$ cat src/assert_macros.svh
// Assertion macros shared by the allocator RTL.
`ifndef ASSERT_MACROS_SVH
`define ASSERT_MACROS_SVH

// Clocked property, switched off while reset is held
`define ASSERT_CLK(lbl, clk, rst_n, prop) \
    lbl: assert property (@(posedge clk) disable iff (!(rst_n)) (prop)) \
        else $error("%m: assertion failed");

// Clocked property that holds through reset as well
`define ASSERT_ALWAYS(lbl, clk, prop) \
    lbl: assert property (@(posedge clk) (prop)) \
        else $error("%m: assertion failed");

`endif

$ cat src/fpba_pkg.sv
// Package of the fit-policy block allocator: sizes, codes, types and helpers.
package fpba_pkg;

    localparam int NUM_BLOCKS = 16;
    localparam int SIZE_BITS  = 16;
    localparam int IDX_W      = (NUM_BLOCKS > 1) ? $clog2(NUM_BLOCKS) : 1;

    // Port field widths
    localparam int FLD_IDX_W  = 4;
    localparam int FLD_AMT_W  = 16;
    localparam int TDATA_W    = 24;

    typedef enum logic [1:0] {
        POL_FIRST = 2'd0,
        POL_BEST  = 2'd1,
        POL_WORST = 2'd2
    } fit_policy_t;

    typedef enum logic {
        ACT_LOAD  = 1'b0,
        ACT_ALLOC = 1'b1
    } action_t;

    typedef enum logic [2:0] {
        ST_IDLE,
        ST_SCAN,
        ST_DRAIN,
        ST_WRITE,
        ST_DONE
    } fpba_state_t;

    // Verdict of the shared compare unit on one candidate
    typedef struct packed {
        logic fits;
        logic take;
    } fpba_cmp_t;

    // Sequencer controls
    typedef struct packed {
        logic accept;
        logic scan_rd;
        logic commit;
        logic emit;
    } fpba_ctrl_t;

    // Port amount to block size
    function automatic logic [SIZE_BITS-1:0] amt_from_field(input logic [FLD_AMT_W-1:0] a);
        logic [SIZE_BITS+FLD_AMT_W-1:0] w;
        w = {{SIZE_BITS{1'b0}}, a};
        return w[SIZE_BITS-1:0];
    endfunction

    // Block size to port amount
    function automatic logic [FLD_AMT_W-1:0] amt_to_field(input logic [SIZE_BITS-1:0] a);
        logic [SIZE_BITS+FLD_AMT_W-1:0] w;
        w = {{FLD_AMT_W{1'b0}}, a};
        return w[FLD_AMT_W-1:0];
    endfunction

    function automatic logic [IDX_W-1:0] idx_from_field(input logic [FLD_IDX_W-1:0] i);
        logic [IDX_W+FLD_IDX_W-1:0] w;
        w = {{IDX_W{1'b0}}, i};
        return w[IDX_W-1:0];
    endfunction

    function automatic logic [FLD_IDX_W-1:0] idx_to_field(input logic [IDX_W-1:0] i);
        logic [IDX_W+FLD_IDX_W-1:0] w;
        w = {{FLD_IDX_W{1'b0}}, i};
        return w[FLD_IDX_W-1:0];
    endfunction

endpackage

$ cat src/fpba_ram.sv
// Generic single-write, single-read RAM with registered read data.
module fpba_ram #(
    parameter int WIDTH = 16,
    parameter int DEPTH = 16
) (
    input  logic                                         clk,
    input  logic                                         we,
    input  logic [((DEPTH > 1) ? $clog2(DEPTH) : 1)-1:0] waddr,
    input  logic [WIDTH-1:0]                             wdata,
    input  logic [((DEPTH > 1) ? $clog2(DEPTH) : 1)-1:0] raddr,
    output logic [WIDTH-1:0]                             rdata
);

    logic [WIDTH-1:0] mem [DEPTH];

    always_ff @(posedge clk) begin
        if (we) begin
            mem[waddr] <= wdata;
        end
        rdata <= mem[raddr];
    end

endmodule

$ cat src/fpba_cmp.sv
// Shared compare unit: does a candidate fit, and does it beat the current pick.
module fpba_cmp
    import fpba_pkg::*;
(
    input  logic [SIZE_BITS-1:0] cand,
    input  logic [SIZE_BITS-1:0] best,
    input  logic [SIZE_BITS-1:0] amount,
    input  logic                 found,
    input  logic [1:0]           policy,
    output fpba_cmp_t            verdict
);

    logic better;

    // Strict compares keep ties on the lower index
    always_comb begin
        unique case (policy)
            POL_BEST:  better = cand < best;
            POL_WORST: better = cand > best;
            default:   better = 1'b0;
        endcase
    end

    assign verdict.fits = cand >= amount;
    assign verdict.take = verdict.fits && (!found || better);

endmodule

$ cat src/fit_policy_block_allocator.sv
// Top level of the fit-policy block allocator: sequencer, block store and result register.
//
//  channel  | dir | handshake          | payload
//  ---------+-----+--------------------+------------------------------------------------
//  s_       | in  | s_tvalid/s_tready  | tuser: action; tdata: block_index, amount
//  m_       | out | m_tvalid/m_tready  | tuser: granted; tdata: chosen_block, space_left
//  cfg_     | in  | cfg_wr_en          | cfg_wr_data: fit_policy
//
//  A load passes through its transfer and the hand-over; an allocation passes through the
//  transfer, a scan of one block a cycle through the one compare unit over the RAM read port,
//  a drain step for the registered read, a write-back and the hand-over. m_tvalid is
//  registered and rises after the hand-over.
//  s_tready is high only while the sequencer is idle; a held result stalls the next hand-over.
//  aresetn is synchronous and active low; it empties all blocks through per-block valid bits.
`include "assert_macros.svh"

module fit_policy_block_allocator
    import fpba_pkg::*;
(
    input  logic               aclk,
    input  logic               aresetn,
    // config
    input  logic               cfg_wr_en,
    input  logic [1:0]         cfg_wr_data,   // fit_policy
    // input stream
    input  logic               s_tvalid,
    output logic               s_tready,
    input  logic [TDATA_W-1:0] s_tdata,       // [3:0] block_index, [19:4] amount, rest zero
    input  logic               s_tuser,       // [0] action
    // result stream
    output logic               m_tvalid,
    input  logic               m_tready,
    output logic [TDATA_W-1:0] m_tdata,       // [3:0] chosen_block, [19:4] space_left, rest 0
    output logic               m_tuser        // [0] granted
);

    fpba_state_t state_reg, state_next;
    fpba_ctrl_t  ctrl;
    fpba_cmp_t   verdict;

    logic [1:0]            policy_reg;
    logic [NUM_BLOCKS-1:0] valid_reg;
    logic [IDX_W-1:0]      cnt_reg;
    logic                  rd_vld_reg;
    logic [IDX_W-1:0]      rd_idx_reg;
    logic [SIZE_BITS-1:0]  amt_reg;
    logic                  found_reg;
    logic [IDX_W-1:0]      best_idx_reg;
    logic [SIZE_BITS-1:0]  best_val_reg;
    logic                  res_grant_reg;
    logic [IDX_W-1:0]      res_idx_reg;
    logic [SIZE_BITS-1:0]  res_left_reg;
    logic                  m_valid_reg;
    logic [TDATA_W-1:0]    m_data_reg;
    logic                  m_user_reg;

    logic                  s_accept;
    logic                  scan_end;
    logic                  load_ok;
    logic [SIZE_BITS-1:0]  in_amt;
    logic [IDX_W-1:0]      in_idx;
    logic [SIZE_BITS-1:0]  rdata;
    logic [SIZE_BITS-1:0]  cand;
    logic [SIZE_BITS-1:0]  diff;
    logic                  ram_we;
    logic [IDX_W-1:0]      ram_waddr;
    logic [SIZE_BITS-1:0]  ram_wdata;

    assign s_accept = s_tvalid && s_tready;
    assign scan_end = cnt_reg == IDX_W'(NUM_BLOCKS - 1);
    assign in_amt   = amt_from_field(s_tdata[FLD_IDX_W +: FLD_AMT_W]);
    assign in_idx   = idx_from_field(s_tdata[FLD_IDX_W-1:0]);
    assign load_ok  = {28'd0, s_tdata[FLD_IDX_W-1:0]} < 32'(NUM_BLOCKS);
    assign diff     = best_val_reg - amt_reg;

    // Next state
    always_comb begin
        state_next = state_reg;
        unique case (state_reg)
            ST_IDLE: begin
                if (s_accept) begin
                    state_next = (s_tuser == ACT_ALLOC) ? ST_SCAN : ST_DONE;
                end
            end
            ST_SCAN: begin
                if (scan_end) begin
                    state_next = ST_DRAIN;
                end
            end
            ST_DRAIN: state_next = ST_WRITE;
            ST_WRITE: state_next = ST_DONE;
            ST_DONE: begin
                if (!m_valid_reg || m_tready) begin
                    state_next = ST_IDLE;
                end
            end
            default: state_next = ST_IDLE;
        endcase
    end

    // Sequencer outputs
    always_comb begin
        ctrl = '0;
        unique case (state_reg)
            ST_IDLE:  ctrl.accept  = 1'b1;
            ST_SCAN:  ctrl.scan_rd = 1'b1;
            ST_DRAIN: ctrl         = '0;
            ST_WRITE: ctrl.commit  = 1'b1;
            ST_DONE:  ctrl.emit    = !m_valid_reg || m_tready;
            default:  ctrl         = '0;
        endcase
    end

    assign s_tready = ctrl.accept;

    always_ff @(posedge aclk) begin
        if (!aresetn) begin
            state_reg <= ST_IDLE;
        end else begin
            state_reg <= state_next;
        end
    end

    // Policy register
    always_ff @(posedge aclk) begin
        if (!aresetn) begin
            policy_reg <= POL_FIRST;
        end else if (cfg_wr_en) begin
            policy_reg <= cfg_wr_data;
        end
    end

    // RAM write port: load on transfer, or write-back of the pick
    always_comb begin
        ram_we    = 1'b0;
        ram_waddr = in_idx;
        ram_wdata = in_amt;
        if (ctrl.commit) begin
            ram_we    = found_reg;
            ram_waddr = best_idx_reg;
            ram_wdata = diff;
        end else if (s_accept && s_tuser == ACT_LOAD) begin
            ram_we    = load_ok;
        end
    end

    fpba_ram #(
        .WIDTH(SIZE_BITS),
        .DEPTH(NUM_BLOCKS)
    ) u_ram (
        .clk  (aclk),
        .we   (ram_we),
        .waddr(ram_waddr),
        .wdata(ram_wdata),
        .raddr(cnt_reg),
        .rdata(rdata)
    );

    // Per-block valid bits; an unwritten block reads as empty
    always_ff @(posedge aclk) begin
        if (!aresetn) begin
            valid_reg <= '0;
        end else if (ram_we) begin
            valid_reg[ram_waddr] <= 1'b1;
        end
    end

    assign cand = valid_reg[rd_idx_reg] ? rdata : '0;

    fpba_cmp u_cmp (
        .cand   (cand),
        .best   (best_val_reg),
        .amount (amt_reg),
        .found  (found_reg),
        .policy (policy_reg),
        .verdict(verdict)
    );

    // Scan counter and read pipeline
    always_ff @(posedge aclk) begin
        if (!aresetn) begin
            cnt_reg    <= '0;
            rd_vld_reg <= 1'b0;
        end else begin
            rd_vld_reg <= ctrl.scan_rd;
            if (ctrl.scan_rd) begin
                cnt_reg <= scan_end ? '0 : cnt_reg + 1'b1;
            end
        end
    end

    always_ff @(posedge aclk) begin
        rd_idx_reg <= cnt_reg;
    end

    // Running pick
    always_ff @(posedge aclk) begin
        if (!aresetn) begin
            found_reg <= 1'b0;
        end else if (s_accept) begin
            found_reg <= 1'b0;
        end else if (rd_vld_reg && verdict.take) begin
            found_reg <= 1'b1;
        end
    end

    always_ff @(posedge aclk) begin
        if (s_accept) begin
            amt_reg <= in_amt;
        end
        if (rd_vld_reg && verdict.take) begin
            best_idx_reg <= rd_idx_reg;
            best_val_reg <= cand;
        end
    end

    // Result staging
    always_ff @(posedge aclk) begin
        if (s_accept) begin
            res_grant_reg <= 1'b0;
            res_idx_reg   <= '0;
            res_left_reg  <= '0;
        end else if (ctrl.commit) begin
            res_grant_reg <= found_reg;
            res_idx_reg   <= found_reg ? best_idx_reg : '0;
            res_left_reg  <= found_reg ? diff : '0;
        end
    end

    // Output register
    always_ff @(posedge aclk) begin
        if (!aresetn) begin
            m_valid_reg <= 1'b0;
        end else if (ctrl.emit) begin
            m_valid_reg <= 1'b1;
        end else if (m_tready) begin
            m_valid_reg <= 1'b0;
        end
    end

    always_ff @(posedge aclk) begin
        if (ctrl.emit) begin
            m_user_reg <= res_grant_reg;
            m_data_reg <= {{(TDATA_W - FLD_IDX_W - FLD_AMT_W){1'b0}},
                           amt_to_field(res_left_reg), idx_to_field(res_idx_reg)};
        end
    end

    assign m_tvalid = m_valid_reg;
    assign m_tdata  = m_data_reg;
    assign m_tuser  = m_user_reg;

    // Checks
    `ASSERT_CLK(a_scan_flow, aclk, aresetn,
        state_reg == ST_SCAN |=> state_reg == ST_SCAN || state_reg == ST_DRAIN)
    `ASSERT_CLK(a_pick_fits, aclk, aresetn,
        (ctrl.commit && found_reg) |-> best_val_reg >= amt_reg)
    `ASSERT_CLK(a_no_accept_mid_scan, aclk, aresetn,
        s_accept |-> !rd_vld_reg && !ctrl.commit)
    `ASSERT_CLK(a_refusal_zero, aclk, aresetn,
        (m_tvalid && !m_tuser) |-> m_tdata == '0)

endmodule
$ cat config.mk
export PLATFORM = sky130hd
export DESIGN_NAME = fit_policy_block_allocator
export DESIGN_NICKNAME = d
export VERILOG_FILES = /design/src/fpba_pkg.sv /design/src/fpba_ram.sv /design/src/fpba_cmp.sv /design/src/fit_policy_block_allocator.sv
export VERILOG_INCLUDE_DIRS = /design/src /design/src/src
export SDC_FILE = /design/constraint.sdc
export NUM_CORES = 1
export LEC_CHECK = 0
export BUFFER_PORTS_ARGS = -buffer_cell sky130_fd_sc_hd__buf_2
export CAP_MARGIN = 10
export CORE_UTILIZATION = 40
export CTS_CLUSTER_SIZE = 20
export DETAILED_ROUTE_END_ITERATION = 10
export PLACE_DENSITY_LB_ADDON = 0.3
export SLEW_MARGIN = 10
export SYNTH_ARGS = -nofsm -noshare
export SYNTH_HDL_FRONTEND = slang
export SYNTH_SLANG_ARGS = --single-unit
$ cat constraint.sdc
create_clock -name aclk -period 8.9 [get_ports aclk]
set_input_delay 0.89 -clock aclk [delete_from_list [all_inputs] [get_ports aclk]]
set_output_delay 0.89 -clock aclk [all_outputs]
set_load 0.03 [all_outputs]
==> results of run 1 <==
[Yosys cell counts, drive strengths merged (2+ instances only)]
| master | count | area [sq um] |
|---|---|---|
| nand2 | 51 | 191 |
| o31ai | 4 | 30.0 |
| nand3 | 15 | 75.1 |
| buf | 11 | 60.1 |
| xor2 | 8 | 70.1 |
| a21oi | 34 | 170 |
| clkbuf | 30 | 123 |
| a31oi | 5 | 31.3 |
| nor2b | 8 | 50.1 |
| and3 | 2 | 12.5 |
| dfxtp | 69 | 1380 |
| xnor2 | 9 | 78.8 |
| edfxtp | 313 | 9400 |
| nand4 | 6 | 37.5 |
| nor2 | 35 | 131 |
| mux4 | 84 | 1910 |
| o21ai | 40 | 200 |
| inv | 43 | 161 |
| nand2b | 6 | 37.5 |
| a22oi | 2 | 15.0 |
| a21o | 14 | 108 |
| o21bai | 4 | 30.0 |
| and2 | 26 | 163 |
| nor3 | 7 | 35.0 |
| o41ai | 2 | 17.5 |
| a2bb2oi | 3 | 26.3 |
| mux2i | 7 | 70.1 |
| ha | 48 | 601 |
| o21a | 17 | 128 |
| nor3b | 7 | 52.6 |
| maj3 | 2 | 21.3 |
[worst max path at each step]
stage	startpoint	endpoint	slack [ns]	depth (start not counted)
after floorplan	rd_idx_reg[2]$_DFF_P_	best_idx_reg[0]$_DFFE_PP_	5.01	14
after global placement	rd_idx_reg[2]$_DFF_P_	best_val_reg[9]$_DFFE_PP_	4.33	14
after detailed placement	rd_idx_reg[2]$_DFF_P_	best_val_reg[11]$_DFFE_PP_	4.36	14
after CTS	rd_idx_reg[2]$_DFF_P_	best_val_reg[14]$_DFFE_PP_	4.34	14
after global routing	rd_idx_reg[2]$_DFF_P_	best_val_reg[11]$_DFFE_PP_	4.08	14
final	rd_idx_reg[2]$_DFF_P_	best_val_reg[14]$_DFFE_PP_	4.35	14
[power groups by stage]
stage | sequential (uW) | clock (uW) | combinational (uW)
after floorplan | 2030 | 0 | 192
after global placement | 2040 | 0 | 263
after detailed placement | 2040 | 0 | 266
after CTS | 2000 | 1640 | 267
after global routing | 2010 | 1710 | 291
final | 2000 | 1600 | 263
[through the flow]
step           utilization, %  hold slack (ns)  setup slack, ns  cell area [sq um]  total power, uW
6_report                 47.0            0.431             4.35              17800             3870
5_1_grt                  47.0            0.445             4.08              17800             4010
4_1_cts                  47.0            0.430             4.34              17800             3910
3_5_place_dp             43.7            0.416             4.36              16600             2310
3_3_place_gp             43.7            0.413             4.33              16600             2300
2_1_floorplan               -            0.329             5.01              15600             2220
[cell families (layout without fill, tap and decap cells)]
logic type               Yosys count  after routing  synth area share (%)
flip-flops                       382            382                  69.3
AND/OR/NAND/NOR                  168            168                  5.30
AO/OA/AOI/OAI                    133            133                  5.31
multiplexers                      91             91                  12.7
buffers and inverters             84            199                  2.21
adder cells (fa/ha/maj)           51             51                  4.13
XOR/XNOR                          17             17                 0.958
other                              1              4                0.0241
[cell type report]
cell class	instances	area, sq um
flip-flops and latches	382	10800
clock buffers	55	1090
repair buffers	84	505
inverters	43	161
well taps	511	639
multi-input cells	464	4480
fillers	3231	20100
clock inverters	17	176
[metal layers]
layer | wire length [microns] | share of wire, % | GRT usage [%] | vias up
li1 | - | - | - | 3761
met1 | 13900 | 43 | 21.6 | 4032
met2 | 16300 | 51 | 29.4 | 160
met3 | 1230 | 3.9 | 2.63 | 45
met4 | 534 | 1.7 | 4.13 | 0
met5 | 0 | 0 | 0 | -
==> flow_results.org, run 1 <==
** Run status
- The flow ran to the end, and the final reports show no timing, DRC or antenna violations.

** Drt
- In this run, the number of DRC markers left after iteration 0 of detailed routing was 394.
- Router iterations before antenna repair :: 5
- The routed design has 31.9 mm of wire.
- Routed vias/inst :: 5.14
- Detail Route Antenna Nets :: 0
- Detailed routing inserted a total of 7998 vias.
- Average routed wire per standard cell :: 20.5 microns
- Residual DRC :: 0

** Worst setup path
- The number of buffers and inverters on the critical path is 1.
- Cell type of the slowest stage on the worst timing path :: and3_1
- CP required :: 9.03 ns
- Cell family with the largest share of critical-path delay :: simple AND/OR/NAND/NOR gates
- Type of the worst setup path :: flop to flop
- STA puts the critical path data arrival time at 4.68 ns.
- The worst setup path is captured at a flop.
- The signal on the critical path passes through mux4_1 > mux2i_1 > mux2i_1 > buf_4 > and2_1 > ha_1 > a21o_1 > a21o_2 > a21oi_1 > and2b_2 > a221o_1 > a21oi_1 > o221ai_1 > and3_1.
- The worst register-to-register path has a setup slack of 4.35 ns.
- Measured in cells, the most critical reg-to-reg path has a length of 14.
- Startpoint class of the critical path :: flop
- The worst register-to-register path begins at rd_idx_reg[2]$_DFF_P_.
- On the worst path, the slowest cell contributes a delay of 0.87 ns.
- Reg-to-reg endpoint :: best_val_reg[14]$_DFFE_PP_
- Top fanout value on the critical path :: 20

** Final layout
- Leading cell type in the layout, fill and taps excluded :: edfxtp_1
- Total number of nets in the final design :: 1095
- Number of diodes :: 0
- Number of flip-flops under the largest register name :: 256
- Synthesis-to-finish area growth :: 14.7%
- Commonest cells after routing, fill and taps aside :: 313 x edfxtp_1, 80 x mux4_2, 67 x dfxtp_1
- Leaving out filler cells and counting taps, the final layout contains 1556.
- The post-route netlist has 23.5% of its cells at a drive strength greater than 1.
- Top register by number of flip-flops :: u_ram.mem

** STA
- Setup repair after global routing missed its margin :: false
- Shortest period the worst path allows :: 4.55 ns
- Setup violations remaining at the end of the flow were counted as 0.
- The number of endpoints with negative hold slack in the final report is 0.
- For this run, the top clock speed supported by timing is 220 MHz.
- Max transition margin :: 28.3%
- For the final routed database, the setup TNS stands at 0 ns.
- In the finished design, the share of the clock period the worst path needs comes to 51.2%.
- Clock Skew :: 0.0211 ns
- The number of slew-limit violations in the final report is 0.
- At the pin with the least slew margin, the transition time is 1.07 ns.

** Power and ir drop
- Fraction of power spent switching nets :: 21.6%
- Seq pwr share :: 51.8%
- VDD sags by at most 0.134 mV.
- Clock network fraction of design power :: 41.4%
- Cell internal power was estimated by the tool at 3030 uW.
- Summed over all cells, the static leakage comes to 0.00625 uW.
- Portion of total power attributed to combinational logic :: 6.8%
- Switching power :: 835 uW
- Dividing total power by cell area gives a power density of 217 mW/mm^2.

** Hold path
- Worst Hold Path EP :: m_tdata[3]$_DFFE_PP_
- Hold Path Depth :: 0
- Worst Hold Class :: flop to flop
- The worst hold path begins at res_idx_reg[3]$_SDFFE_PP0P_.

** Yosys
- Distinct cell type count after synthesis :: 52
- For this run, the register share of the synthesized area comes to 69.3%.
- Syn. warnings :: 0
- Number of instances in the synthesized netlist :: 927
- The mapped netlist covers 0.0155 sq mm.
- Avg Inst Size Synth :: 16.8 sq um
- The most used flip-flop cell after synthesis is edfxtp_1.
- In this run, synthesis produced a sequential element count of 382.
- Counting flops with a built-in enable in the synthesized netlist gives 313.
- Counting flops with an async set or reset pin after synthesis yields a share of 0%.

** Global routing
- Entering global routing, the biggest net connects 66 pins.
- Number of antenna violations at the first check in global routing :: 0
- The total overflow left after global routing is 0.
- Wire length of the first global-routing pass :: 48.9 mm
- Vias in the first global route :: 8273
- Global routing used 16.7% of the available tracks across all layers.

** Clocking
- Number of clock buffers inserted by TritonCTS :: 39
- Clock-pin slew was measured on the worst setup and hold paths at 0.06 ns.
- After clock tree synthesis, the flow added hold-fix buffers numbering 0.
- CTS H-Tree Depth :: 2
- After clock tree synthesis, the repair step resized 0 gates.
- The tree built by TritonCTS fans out to 382 sinks.
- The clock reaches the later pin of the worst-skew pair after 0.53 ns.
- Number of buffers inserted to repair setup after CTS :: 0
- Clock Path Buffers :: 3
- TritonCTS clock tree :: done
- Root buffer selected by CTS :: clkbuf_16

** Die
- Die Area :: 0.0397 sq mm
- Standard-cell rows :: 71
- Die width :: 199 microns
- The die is 199 microns tall.
- Core area :: 0.0379 sq mm
- Initial standard-cell utilization of the core :: 41.0%
- I/O pin total :: 59

** Placed design
- Detailed placer's ending HPWL :: 19.5 mm
- IO Port Bufs :: 50
- Routability-driven placement finished with a final weighted congestion of 0.805.
- Placed Cells incl. Taps :: 1484

** Flow run
- Max-cap violations in this run came to 0.
Power figures use the tool's default switching activity.
==> run 2, diff against run 1 <==
clock period = 4.5 ns   (was 8.9 ns; I/O delays follow)
==> run 2 against run 1 <==
- clock skew down 0.0012 ns
- die area unchanged
- fmax up 12%
- clock power up 92%
- wire length up 1.0%
- combinational power up 100%
- sequential power up 98%
- critical path type unchanged
==> flow_results.org, run 2 (synthesis results as in run 1) <==
** Run status
- Status :: finished clean (unchanged)

** Drt
- The number of remaining DRC errors is 0 (unchanged).
- WL final :: 32.2 mm (was 31.9 mm)
- The mean routed wirelength per cell was 20.7 microns (was 20.5 microns).
- The number of optimization iterations in the first detailed-route pass came to 5 (unchanged).
- Detail Route Antenna Nets :: 0 (unchanged)
- The routed via count is 8035 (was 7998).
- The number of vias per cell came to 5.16 (was 5.14).
- Violation count after the first detailed-routing iteration :: 485 (was 394)

** Global routing
- All-layer global routing usage :: 17.0% (was 16.7%)
- The number of global-route vias before repair is 8152 (was 8273).
- The overall overflow remaining after global route came to 0 (unchanged).
- Number of antenna violations at the first check in global routing :: 0 (unchanged)
- The global-route wire length before repair was 49.8 mm (was 48.9 mm).
- Pin count of the biggest net entering global routing :: 55 (was 66)

** Power and ir drop
- Fraction of power spent switching nets :: 21.9% (was 21.6%)
- Peak VDD IR :: 0.216 mV (was 0.134 mV)
- The share of power burned in the clock network was 40.6% (was 41.4%).
- The leakage power was 0.00625 uW (about the same).
- Switching power :: 1660 uW (was 835 uW)
- The cell-internal power is 5900 uW (was 3030 uW).
- The combinational share of power came to 7.0% (was 6.8%).
- Pwr/cell area :: 424 mW/mm^2 (was 217 mW/mm^2)
- The sequential share of power was 52.4% (was 51.8%).
- Post-route total power :: 7560 uW (was 3870 uW)

** Placed design
- Routability cong. :: 0.846 (was 0.805)
- Placed Cells incl. Taps :: 1487 (was 1484)
- The HPWL after detailed placement is 19.7 mm (was 19.5 mm).
- The number of buffers inserted by port buffering is 50 (unchanged).

** Clocking
- Count of clock tree sinks :: 382 (unchanged)
- CTS H-Tree Depth :: 2 (unchanged)
- The total setup buffers inserted after CTS was 0 (unchanged).
- Clock slew at the register clock pins of the worst setup and hold paths :: 0.06 ns (about the same)
- Root buffer selected by CTS :: clkbuf_16 (unchanged)
- Post-CTS sizing :: 0 (unchanged)
- The number of CTS-inserted buffers is 39 (unchanged).
- The count of hold buffers inserted by post-cts repair was 0 (unchanged).
- The TritonCTS clock tree is done (unchanged).
- Clock network latency to the later pin of the worst-skew pair :: 0.53 ns (about the same)
- Clock Path Buffers :: 3 (unchanged)

** Worst setup path
- CP required :: 4.75 ns (was 9.03 ns)
- The worst flop-to-flop path startpoint was rd_idx_reg[2]$_DFF_P_ (unchanged).
- The category of the most critical setup path is flop to flop (unchanged).
- The critical path data arrival time is 4.31 ns (was 4.68 ns).
- Startpoint class of the critical path :: flop (unchanged)
- Sort of element at the end of the critical path :: flop (unchanged)
- The number of cell instances on the worst register-to-register path came to 14 (unchanged).
- Reg-to-reg endpoint :: best_val_reg[10]$_DFFE_PP_ (was best_val_reg[14]$_DFFE_PP_)
- Top fanout value on the critical path :: 20 (unchanged)
- Worst setup slack for register-to-register paths :: 0.44 ns (was 4.35 ns)

** STA
- Setup TNS Final :: 0 ns (unchanged)
- The transition time at the pin with the least slew margin is 1.04 ns (was 1.07 ns).
- The maximum clock frequency is 246 MHz (was 220 MHz).
- The worst max-slew margin expressed relative to the limit was 30.6% (was 28.3%).
- The minimum clock period came to 4.06 ns (was 4.55 ns).
- The number of slew-limit violations in the final report is 0 (unchanged).
- The number of endpoints with negative hold slack in the final report is 0 (unchanged).
- The final period utilization came to 90.2% (was 51.2%).
- The clock tree skew after final layout was 0.0199 ns (was 0.0211 ns).
- Setup repair after global routing missed its margin: false (unchanged).
- The setup violation total in the final timing report came to 0 (unchanged).

** Flow run
- The max capacitance violation total is 0 (unchanged).

** Die
- I/O pin total :: 59 (unchanged)
- Initial standard-cell utilization of the core :: 41.0% (unchanged)
- Die height :: 199 microns (unchanged)
- The overall die area is 0.0397 sq mm (unchanged).
- The number of placement rows is 71 (unchanged).
- The width of the die is 199 microns (unchanged).
- The core area was 0.0379 sq mm (unchanged).

** Final layout
- Filler Cell Count :: 3205 (was 3231)
- Commonest cells after routing, fill and taps aside: 313 x edfxtp_1, 80 x mux4_2, 67 x dfxtp_1 (unchanged).
- Layout cell share with drive strength beyond 1 :: 23.8% (was 23.5%)
- Total number of nets in the final design :: 1098 (was 1095)
- Leading cell type in the layout, fill and taps excluded :: edfxtp_1 (unchanged)
- Number of flip-flops under the largest register name :: 256 (unchanged)
- The register containing the most flip-flops in the final layout is u_ram.mem (unchanged).
- Synthesis-to-finish area growth :: 14.7% (about the same)
- Post-route insts no fill :: 1558 (was 1556)
- Number of diodes :: 0 (unchanged)
- The final standard cell utilization of the core is 47.0% (about the same).

** Hold path
- Hold Path Depth :: 1 (was 0)
- Worst Hold Path EP :: amt_reg[11]$_DFFE_PP_ (was m_tdata[3]$_DFFE_PP_)
- The worst hold-check path type is input port to flop (was flop to flop).
- Launch instance of the worst min-delay path :: s_tdata[15] (was res_idx_reg[3]$_SDFFE_PP0P_)
-- run 2: cell types whose count changed in the layout (fill, tap and decap cells not counted) --
cell       previous run  this run
nor2_4                1         0
bufinv_16             3         2
clkinv_8              1         2
nor2_2               16        17
o21ai_0              39        40
clkinv_2              6         9
clkbuf_16            40        39
clkinv_1              4         5
buf_12                0         2
o21ai_1               1         0
buf_4                34        35
inv_6                 2         0
clkbuf_1             12        10
-- run 2: routing by layer --
metal | part of all wire [%] | vias up | GRT usage (%) | wire [microns]
met5 | 0 | - | 0 | 0
met4 | 1.6 | 0 | 4.07 | 505
met3 | 4.0 | 37 | 2.73 | 1290
met2 | 50 | 159 | 28.6 | 16100
met1 | 44 | 4073 | 23.1 | 14300
li1 | - | 3766 | - | -
-- run 2: worst max path at each step --
stage | from | end | depth (start not counted)
2_1_floorplan | rd_idx_reg[2]$_DFF_P_ | best_idx_reg[0]$_DFFE_PP_ | 14
3_3_place_gp | rd_idx_reg[2]$_DFF_P_ | best_val_reg[9]$_DFFE_PP_ | 14
3_5_place_dp | rd_idx_reg[2]$_DFF_P_ | best_val_reg[10]$_DFFE_PP_ | 14
4_1_cts | rd_idx_reg[2]$_DFF_P_ | best_val_reg[6]$_DFFE_PP_ | 14
5_1_grt | rd_idx_reg[2]$_DFF_P_ | best_val_reg[9]$_DFFE_PP_ | 14
6_report | rd_idx_reg[2]$_DFF_P_ | best_val_reg[10]$_DFFE_PP_ | 14
-- run 2: layout make-up --
type | count | area (sq um) | share of cell area [%]
flip-flops and latches | 382 | 10800 | 60.5
inverters | 43 | 161 | 0.905
clock buffers | 52 | 1050 | 5.91
clock inverters | 19 | 164 | 0.919
multi-input cells | 464 | 4470 | 25.1
repair buffers | 87 | 553 | 3.10
well taps | 511 | 639 | 3.59
-- run 2: critical path, cell delays in order (launching register included) --
cell and delay [ns]:
dfxtp_1 0.48, mux4_1 0.60, mux2i_1 0.21, mux2i_1 0.21, buf_4 0.22, and2_1 0.19
ha_1 0.31, a21o_1 0.17, a21o_2 0.20, a21oi_1 0.32, o21ai_0 0.14, a21oi_1 0.16
o221ai_1 0.15, and3_1 0.19, buf_4 0.22
-- run 2: stage by stage --
step	worst slack (ns)	area, sq um	hold WS, ns
finish	0.440	17800	0.125
global route	0.173	17800	0.107
CTS	0.442	17800	0.0988
detailed placement	0.472	16600	0.416
global placement	0.568	16600	0.413
floorplan	0.610	15600	0.329
-- run 2: power groups by stage --
stage                     registers (uW)  clock network, uW  logic [uW]
after global placement              4030                  0         526
after CTS                           3960               3160         536
after global routing                3970               3290         584
final                               3960               3070         528
after floorplan                     4010                  0         381
after detailed placement            4030                  0         534
